<file path="src/hw/rtl/arr_pkg.sv">
package arr_pkg;

  localparam int unsigned DIM_BITS_DEF = 16;
  localparam int unsigned OUT_W        = 16;

  localparam int unsigned STEP_W = 4;
  typedef logic [STEP_W-1:0] step_t;

  // Step addresses of the control program.
  localparam step_t S_IDLE   = 4'd0;
  localparam step_t S_ZCHK   = 4'd1;
  localparam step_t S_TWOS   = 4'd2;
  localparam step_t S_REDUCE = 4'd3;
  localparam step_t S_MKDIV  = 4'd4;
  localparam step_t S_DIVW   = 4'd5;
  localparam step_t S_SAVEW  = 4'd6;
  localparam step_t S_DIVH   = 4'd7;
  localparam step_t S_PUT    = 4'd8;
  localparam step_t S_LAST   = S_PUT;

  typedef enum logic [2:0] {
    OP_LOAD,
    OP_ZERO,
    OP_TWOS,
    OP_RED,
    OP_MKDIV,
    OP_DIV,
    OP_SAVEW,
    OP_PUT
  } op_e;

  typedef enum logic [2:0] {
    C_NONE,
    C_NO_INPUT,
    C_ANY_ZERO,
    C_EVEN_PAIR,
    C_UNEQUAL,
    C_DIV_MORE,
    C_OUT_BUSY
  } cond_e;

  // When cond holds the sequencer goes to target, otherwise to the next step (from the last step back to idle).
  typedef struct packed {
    op_e   op;
    cond_e cond;
    step_t target;
  } ctrl_t;

  function automatic ctrl_t ctrl_rom(input step_t step);
    ctrl_t w;
    unique case (step)
      S_IDLE:   w = '{op: OP_LOAD,  cond: C_NO_INPUT,  target: S_IDLE};
      S_ZCHK:   w = '{op: OP_ZERO,  cond: C_ANY_ZERO,  target: S_MKDIV};
      S_TWOS:   w = '{op: OP_TWOS,  cond: C_EVEN_PAIR, target: S_TWOS};
      S_REDUCE: w = '{op: OP_RED,   cond: C_UNEQUAL,   target: S_REDUCE};
      S_MKDIV:  w = '{op: OP_MKDIV, cond: C_NONE,      target: S_IDLE};
      S_DIVW:   w = '{op: OP_DIV,   cond: C_DIV_MORE,  target: S_DIVW};
      S_SAVEW:  w = '{op: OP_SAVEW, cond: C_NONE,      target: S_IDLE};
      S_DIVH:   w = '{op: OP_DIV,   cond: C_DIV_MORE,  target: S_DIVH};
      S_PUT:    w = '{op: OP_PUT,   cond: C_OUT_BUSY,  target: S_PUT};
      default:  w = '{op: OP_PUT,   cond: C_NONE,      target: S_IDLE};
    endcase
    return w;
  endfunction

endpackage

</file>
<file path="src/hw/rtl/arr_in_if.sv">
interface arr_in_if #(
  parameter int unsigned DIM_BITS = arr_pkg::DIM_BITS_DEF
);
  logic                valid;
  logic                ready;
  logic [DIM_BITS-1:0] image_width;
  logic [DIM_BITS-1:0] image_height;

  modport source (output valid, output image_width, output image_height, input ready);
  modport sink   (input valid, input image_width, input image_height, output ready);
endinterface

</file>
<file path="src/hw/rtl/arr_out_if.sv">
interface arr_out_if;
  logic                       valid;
  logic                       ready;
  logic [arr_pkg::OUT_W-1:0]  ratio_numerator;
  logic [arr_pkg::OUT_W-1:0]  ratio_denominator;
  logic                       zero_error;

  modport source (output valid, output ratio_numerator, output ratio_denominator,
                  output zero_error, input ready);
  modport sink   (input valid, input ratio_numerator, input ratio_denominator,
                  input zero_error, output ready);
endinterface

</file>
<file path="src/hw/rtl/aspect_ratio_reducer_core.sv">
// Channel | Direction | Payload
// --------+-----------+-----------------------------------------------------
// in_i    | sink      | image_width, image_height (DIM_BITS each)
// out_o   | source    | ratio_numerator, ratio_denominator (16), zero_error
//
// One item at a time, worked by a binary GCD loop at one step per cycle and two DIM_BITS-step divisions.
// The input is taken only in the idle step of the control program.
// The result sits in an output register, so the next item is taken while it waits.
// A stalled output holds the program in its last step until the register frees up.
// Reset clears the step counter and the output valid flag.
module aspect_ratio_reducer_core #(
  parameter int unsigned DIM_BITS = arr_pkg::DIM_BITS_DEF
) (
  input  logic      clk_i,
  input  logic      rst_ni,
  arr_in_if.sink    in_i,
  arr_out_if.source out_o
);
  import arr_pkg::*;

  localparam int unsigned TWOS_W = (DIM_BITS > 2) ? $clog2(DIM_BITS) : 1;
  localparam int unsigned CNT_W  = TWOS_W;
  localparam logic [CNT_W-1:0] CNT_LAST = CNT_W'(DIM_BITS - 1);

  step_t step_q, step_d;
  ctrl_t ctrl;
  logic  jump;

  logic [DIM_BITS-1:0] w_q, w_d, h_q, h_d;
  logic [DIM_BITS-1:0] a_q, a_d, b_q, b_d;
  logic [TWOS_W-1:0]   twos_q, twos_d;
  logic [DIM_BITS-1:0] rem_q, rem_d, quo_q, quo_d, num_q, num_d;
  logic [CNT_W-1:0]    cnt_q, cnt_d;
  logic                err_q, err_d;

  logic                out_valid_q, out_valid_d;
  logic [OUT_W-1:0]    out_num_q, out_num_d, out_den_q, out_den_d;
  logic                out_err_q, out_err_d;

  logic [DIM_BITS:0]   rem_sh, rem_sub;
  logic                rem_ge;

  assign ctrl       = ctrl_rom(step_q);
  assign in_i.ready = (ctrl.op == OP_LOAD);

  // Restoring division step; the divisor is the GCD held in a_q.
  assign rem_sh  = {rem_q, quo_q[DIM_BITS-1]};
  assign rem_sub = rem_sh - {1'b0, a_q};
  assign rem_ge  = (rem_sh >= {1'b0, a_q});

  always_comb begin
    unique case (ctrl.cond)
      C_NONE:      jump = 1'b0;
      C_NO_INPUT:  jump = !in_i.valid;
      C_ANY_ZERO:  jump = (a_q == '0) || (b_q == '0);
      C_EVEN_PAIR: jump = !(a_q[0] | b_q[0]);
      C_UNEQUAL:   jump = (a_q != b_q);
      C_DIV_MORE:  jump = (cnt_q != CNT_LAST);
      C_OUT_BUSY:  jump = out_valid_q && !out_o.ready;
      default:     jump = 1'b0;
    endcase
  end

  always_comb begin
    if (jump) begin
      step_d = ctrl.target;
    end else if (step_q == S_LAST) begin
      step_d = S_IDLE;
    end else begin
      step_d = step_q + step_t'(1);
    end
  end

  always_comb begin
    w_d         = w_q;
    h_d         = h_q;
    a_d         = a_q;
    b_d         = b_q;
    twos_d      = twos_q;
    rem_d       = rem_q;
    quo_d       = quo_q;
    num_d       = num_q;
    cnt_d       = cnt_q;
    err_d       = err_q;
    out_num_d   = out_num_q;
    out_den_d   = out_den_q;
    out_err_d   = out_err_q;
    out_valid_d = out_valid_q && !out_o.ready;
    unique case (ctrl.op)
      OP_LOAD: begin
        if (in_i.valid) begin
          w_d    = in_i.image_width;
          h_d    = in_i.image_height;
          a_d    = in_i.image_width;
          b_d    = in_i.image_height;
          twos_d = '0;
        end
      end
      OP_ZERO: begin
        err_d = (a_q == '0) && (b_q == '0);
        // With one side zero the divisor is the other side.
        if (a_q == '0) begin
          a_d = b_q;
        end
      end
      OP_TWOS: begin
        if (!(a_q[0] | b_q[0])) begin
          a_d    = a_q >> 1;
          b_d    = b_q >> 1;
          twos_d = twos_q + TWOS_W'(1);
        end
      end
      OP_RED: begin
        if (a_q != b_q) begin
          if (!a_q[0]) begin
            a_d = a_q >> 1;
          end else if (!b_q[0]) begin
            b_d = b_q >> 1;
          end else if (a_q > b_q) begin
            a_d = (a_q - b_q) >> 1;
          end else begin
            b_d = (b_q - a_q) >> 1;
          end
        end
      end
      OP_MKDIV: begin
        a_d   = a_q << twos_q;
        rem_d = '0;
        quo_d = w_q;
        cnt_d = '0;
      end
      OP_DIV: begin
        rem_d = rem_ge ? rem_sub[DIM_BITS-1:0] : rem_sh[DIM_BITS-1:0];
        quo_d = {quo_q[DIM_BITS-2:0], rem_ge};
        cnt_d = cnt_q + CNT_W'(1);
      end
      OP_SAVEW: begin
        num_d = quo_q;
        rem_d = '0;
        quo_d = h_q;
        cnt_d = '0;
      end
      OP_PUT: begin
        if (!jump) begin
          out_valid_d = 1'b1;
          out_num_d   = err_q ? '0 : OUT_W'(num_q);
          out_den_d   = err_q ? '0 : OUT_W'(quo_q);
          out_err_d   = err_q;
        end
      end
      default: begin
      end
    endcase
  end

  always_ff @(posedge clk_i or negedge rst_ni) begin
    if (!rst_ni) begin
      step_q      <= S_IDLE;
      out_valid_q <= 1'b0;
    end else begin
      step_q      <= step_d;
      out_valid_q <= out_valid_d;
    end
  end

  always_ff @(posedge clk_i) begin
    w_q       <= w_d;
    h_q       <= h_d;
    a_q       <= a_d;
    b_q       <= b_d;
    twos_q    <= twos_d;
    rem_q     <= rem_d;
    quo_q     <= quo_d;
    num_q     <= num_d;
    cnt_q     <= cnt_d;
    err_q     <= err_d;
    out_num_q <= out_num_d;
    out_den_q <= out_den_d;
    out_err_q <= out_err_d;
  end

  assign out_o.valid             = out_valid_q;
  assign out_o.ratio_numerator   = out_num_q;
  assign out_o.ratio_denominator = out_den_q;
  assign out_o.zero_error        = out_err_q;

endmodule
</file>
<file path="src/flat_wrapper.sv">
// flat-port wrapper written by rule: the top's interface ports become plain ports
module aspect_ratio_reducer_core_flat import arr_pkg::*;
#(
  parameter int unsigned DIM_BITS = arr_pkg::DIM_BITS_DEF
)
  (clk_i, rst_ni, in_i_valid, in_i_image_width, in_i_image_height, in_i_ready, out_o_valid, out_o_ratio_numerator, out_o_ratio_denominator, out_o_zero_error, out_o_ready);
  arr_in_if #(.DIM_BITS(DIM_BITS)) in_i_i ();
  arr_out_if out_o_i ();
  input  logic clk_i;
  input  logic rst_ni;
  input wire logic [$bits(in_i_i.valid)-1:0] in_i_valid;
  input wire logic [$bits(in_i_i.image_width)-1:0] in_i_image_width;
  input wire logic [$bits(in_i_i.image_height)-1:0] in_i_image_height;
  output wire logic [$bits(in_i_i.ready)-1:0] in_i_ready;
  output wire logic [$bits(out_o_i.valid)-1:0] out_o_valid;
  output wire logic [$bits(out_o_i.ratio_numerator)-1:0] out_o_ratio_numerator;
  output wire logic [$bits(out_o_i.ratio_denominator)-1:0] out_o_ratio_denominator;
  output wire logic [$bits(out_o_i.zero_error)-1:0] out_o_zero_error;
  input wire logic [$bits(out_o_i.ready)-1:0] out_o_ready;
  assign in_i_i.valid = in_i_valid;
  assign in_i_i.image_width = in_i_image_width;
  assign in_i_i.image_height = in_i_image_height;
  assign in_i_ready = in_i_i.ready;
  assign out_o_valid = out_o_i.valid;
  assign out_o_ratio_numerator = out_o_i.ratio_numerator;
  assign out_o_ratio_denominator = out_o_i.ratio_denominator;
  assign out_o_zero_error = out_o_i.zero_error;
  assign out_o_i.ready = out_o_ready;
  aspect_ratio_reducer_core #(.DIM_BITS(DIM_BITS)) u_core (.clk_i(clk_i), .rst_ni(rst_ni), .in_i(in_i_i), .out_o(out_o_i));
endmodule
</file>
<file path="config.mk">
export PLATFORM = sky130hd
export DESIGN_NAME = aspect_ratio_reducer_core_flat
export DESIGN_NICKNAME = d
export VERILOG_FILES = /design/src/hw/rtl/arr_pkg.sv /design/src/hw/rtl/arr_in_if.sv /design/src/hw/rtl/arr_out_if.sv /design/src/hw/rtl/aspect_ratio_reducer_core.sv /design/src/flat_wrapper.sv
export SDC_FILE = /design/constraint.sdc
export NUM_CORES = 1
export LEC_CHECK = 0
export BUFFER_PORTS_ARGS = -buffer_cell sky130_fd_sc_hd__buf_2
export CAP_MARGIN = 15
export CORE_ASPECT_RATIO = 1.5
export CORE_UTILIZATION = 62
export CTS_CLUSTER_SIZE = 8
export DETAILED_ROUTE_END_ITERATION = 8
export PLACE_DENSITY = 0.93
export SLEW_MARGIN = 0
export SYNTH_ARGS = -nofsm -noshare
export SYNTH_HDL_FRONTEND = slang
export SYNTH_SLANG_ARGS = --single-unit
export TNS_END_PERCENT = 50
</file>
<file path="constraint.sdc">
create_clock -name clk_i -period 7.7 [get_ports clk_i]
set_input_delay 1.155 -clock clk_i [delete_from_list [all_inputs] [get_ports clk_i]]
set_output_delay 1.155 -clock clk_i [all_outputs]
set_load 0.02 [all_outputs]
</file>
==> impl_metrics.env <==
export IMPL_relSlewSlack_pct=18.0
export IMPL_arrival_ns=3.79
export IMPL_cts_root_buf="clkbuf_16"
export IMPL_r2r_cells=10
export IMPL_hold_violations=0
export IMPL_r2r_end="u_core.b_q[4]"
export IMPL_avgSynthCellArea_sq_um=10.5
export IMPL_crit_slowest_cell="a21boi_2"
export IMPL_max_stage_delay_ns=0.71
export IMPL_drv_cap=0
export IMPL_end_kind="flip-flop"
export IMPL_seq_area_frac_synth_pct=47.8
export IMPL_fmax_mhz=268
export IMPL_synth_ff_latch_count=159
export IMPL_clock_sinks=159
export IMPL_cts_setup_buffers=0
export IMPL_synthFlopType="edfxtp_1"
export IMPL_worst_path_buf_inv=1
export IMPL_post_place_ws_ns=4.02
export IMPL_fillers=1118
export IMPL_setup_viol=0
export IMPL_path_max_fanout=15
export IMPL_wl_um=29300
export IMPL_final_cell_mix="edfxtp_1, nand2_1, nor2_1, buf_2, ha_1"
export IMPL_worstPathRequired_ns=7.75
export IMPL_grt_start_max_net_pins=34
export IMPL_whs_endpoint="u_core.num_q[3]"
export IMPL_fin_ws_ns=3.96
export IMPL_cts_hold_buf=0
export IMPL_yosysTopAreaCell="edfxtp_1"
export IMPL_via_count=8176
export IMPL_cp_start_kind="flip-flop"
export IMPL_wl_per_cell_um=24.2
export IMPL_synth_top_cell_area_share_pct=46.5
export IMPL_io_pins=71
export IMPL_grt_usage_pct=36.3
export IMPL_grt_pass1_wl_um=44600
export IMPL_finalMaxSlewViolations=0
export IMPL_dr_pass1_iters=6
export IMPL_cts_max_level=4
export IMPL_fin_crit_sh_pct=48.5
export IMPL_die_w_um=105
export IMPL_dpl_cell_area_sq_mm=0.0104
export IMPL_die_area_sq_mm=0.0165
export IMPL_clk_latency_ns=0.44
export IMPL_cts_resized=0
export IMPL_status="finished, final reports clean"
export IMPL_final_common_cell="edfxtp_1"
export IMPL_drc_errors=0
export IMPL_synth_warnings=0
export IMPL_dr_first_iter_drc_count=776
export IMPL_synthesis_area_sq_mm=0.00994
export IMPL_worstReg2RegStart="u_core.a_q[0]"
export IMPL_cts_max_path_buffers=2
export IMPL_hpwl_um=21600
export IMPL_start_util_pct=63.6
export IMPL_synth_area_leaders="edfxtp_1, ha_1, mux2i_1"
export IMPL_cts_tree="done"
export IMPL_layout_min_cycle_time_ns=3.74
export IMPL_rows=56
export IMPL_path_class="flip-flop to flip-flop"
export IMPL_diodes=0
export IMPL_worstPathCellList="inv_1 > ha_1 > fa_1 > nor2b_4 > o31a_1 > o41ai_2 > a21oi_2 > o21a_1 > and2_1 > a21boi_2"
export IMPL_worstHoldStart="u_core.quo_q[3]"
export IMPL_layout_drive_gt1_share_pct=14.5
export IMPL_coreArea_sq_mm=0.0156
export IMPL_synth_cell_types=69
export IMPL_cts_inserted_buffers=17
export IMPL_fin_nets=1088
export IMPL_grt_pass1_vias=8057
export IMPL_gp_congestion=0.972
export IMPL_fp_dieH_um=157
export IMPL_final_area_sq_mm=0.0110
export IMPL_postRouteAntennaNets=0
export IMPL_rsz0062_at_grt="no"
export IMPL_grt_ovfl_total=0
export IMPL_worst_pin_slew_ns=1.23
export IMPL_async_flop_share_pct=3.14
export IMPL_syn2layout_area_growth_pct=10.9
export IMPL_hp_class="flip-flop to flip-flop"
export IMPL_netlist_instances=944
export IMPL_synth_enable_flop_cells=154
export IMPL_hold_depth=0
export IMPL_crit_family="compound AO/OA/AOI/OAI gates"
export IMPL_setup_tns_ns=0
export IMPL_finalClockSkew_ns=0.0157
export IMPL_antenna_found_initial=0
export IMPL_postSynthNetCount=1038
export IMPL_clk_pin_slew_worst_paths_ns=0.07
export IMPL_portBuffers=70
export IMPL_viasPerCell=6.76
export IMPL_ff2ff_setup_slack_ns=3.96
[cells by family (layout without fill, tap and decap cells)]
kind of cell | count (synthesis) | in the layout | share of synthesized area [%]
buf+inv | 98 | 161 | 4.00
xor+xnor | 34 | 34 | 3.00
fa+ha+maj | 58 | 58 | 7.53
simple gates | 285 | 285 | 14.0
compound gates | 268 | 268 | 18.5
mux | 42 | 42 | 5.13
flops | 159 | 159 | 47.8
[area by class of cell]
type	instances	area, sq um	share of cell area (%)
multi-input combinational	687	4810	43.6
timing repair buffer	83	452	4.10
inverter	46	173	1.57
tap	203	254	2.30
clock inverter	15	159	1.44
clock buffer	17	425	3.86
sequential	159	4750	43.1
[worst max-delay path by stage]
stage	endpoint	from	slack, ns	cells after the start
floorplan	u_core.out_o.ratio_denominator[0]	u_core.a_q[8]	3.69	8
detailed placement	u_core.b_q[11]	u_core.a_q[0]	4.02	10
global placement	u_core.b_q[12]	u_core.a_q[9]	4.09	8
finish	u_core.b_q[4]	u_core.a_q[0]	3.96	10
global route	u_core.b_q[4]	u_core.a_q[9]	3.68	8
CTS	u_core.b_q[4]	u_core.a_q[0]	3.98	10
[layer usage]
metal  share of wire (%)  track usage (%)  wire [um]  vias up
met5                   0                0          0        -
met4                 7.1             25.1       2070        0
met3                 8.6             6.63       2510      127
met2                  51             64.5      14900      573
met1                  34             39.2       9820     3842
li1                    -                -          -     3634
[cells in the mapped netlist, drive strengths merged (4+ instances only)]
cell type  instances
nor2              71
buf               17
inv               45
and3               4
clkbuf            35
a221oi            13
nor4               9
a21o              15
ha                55
nand3b             4
or3                4
xnor2             20
nand4              6
nand3             10
dfrtp              5
o31a               6
nor2b             39
a31oi             10
a211oi             9
and2               7
nor3              23
and4               4
o21a              15
nand2             84
o41ai              5
edfxtp           154
o31ai              4
xor2              14
a21boi             5
o22ai              7
o21bai             6
nor3b              4
mux2i             34
mux4               7
a21oi             52
a22oi             31
nand2b             9
a221o              8
o21ai             59
[worst reg2reg max path: stages, from the launching register on]
cell	delay (ns)
edfxtp_1	0.58
inv_1	0.21
ha_1	0.21
fa_1	0.26
nor2b_4	0.05
o31a_1	0.30
o41ai_2	0.44
a21oi_2	0.12
o21a_1	0.26
and2_1	0.20
a21boi_2	0.71
[state kept, by name, summed over array words and instances, names as in the netlist, 16 cells and up]
name,flops
u_core.out_o.ratio_numerator,16
u_core.rem_q,16
u_core.w_q,16
u_core.num_q,16
u_core.a_q,16
u_core.quo_q,16
u_core.out_o.ratio_denominator,16
u_core.h_q,16
u_core.b_q,16
[through the flow]
step           std cells  utilization, %  hold slack [ns]
2_1_floorplan        944               -            0.443
3_3_place_gp        1177            66.7            0.457
3_5_place_dp        1177            66.7            0.467
4_1_cts             1209            70.5            0.483
5_1_grt             1210            70.5            0.497
6_report            1210            70.5            0.480
Power is not shown: default switching activity piles up to over one toggle a cycle in this logic, so the estimate is an artifact.
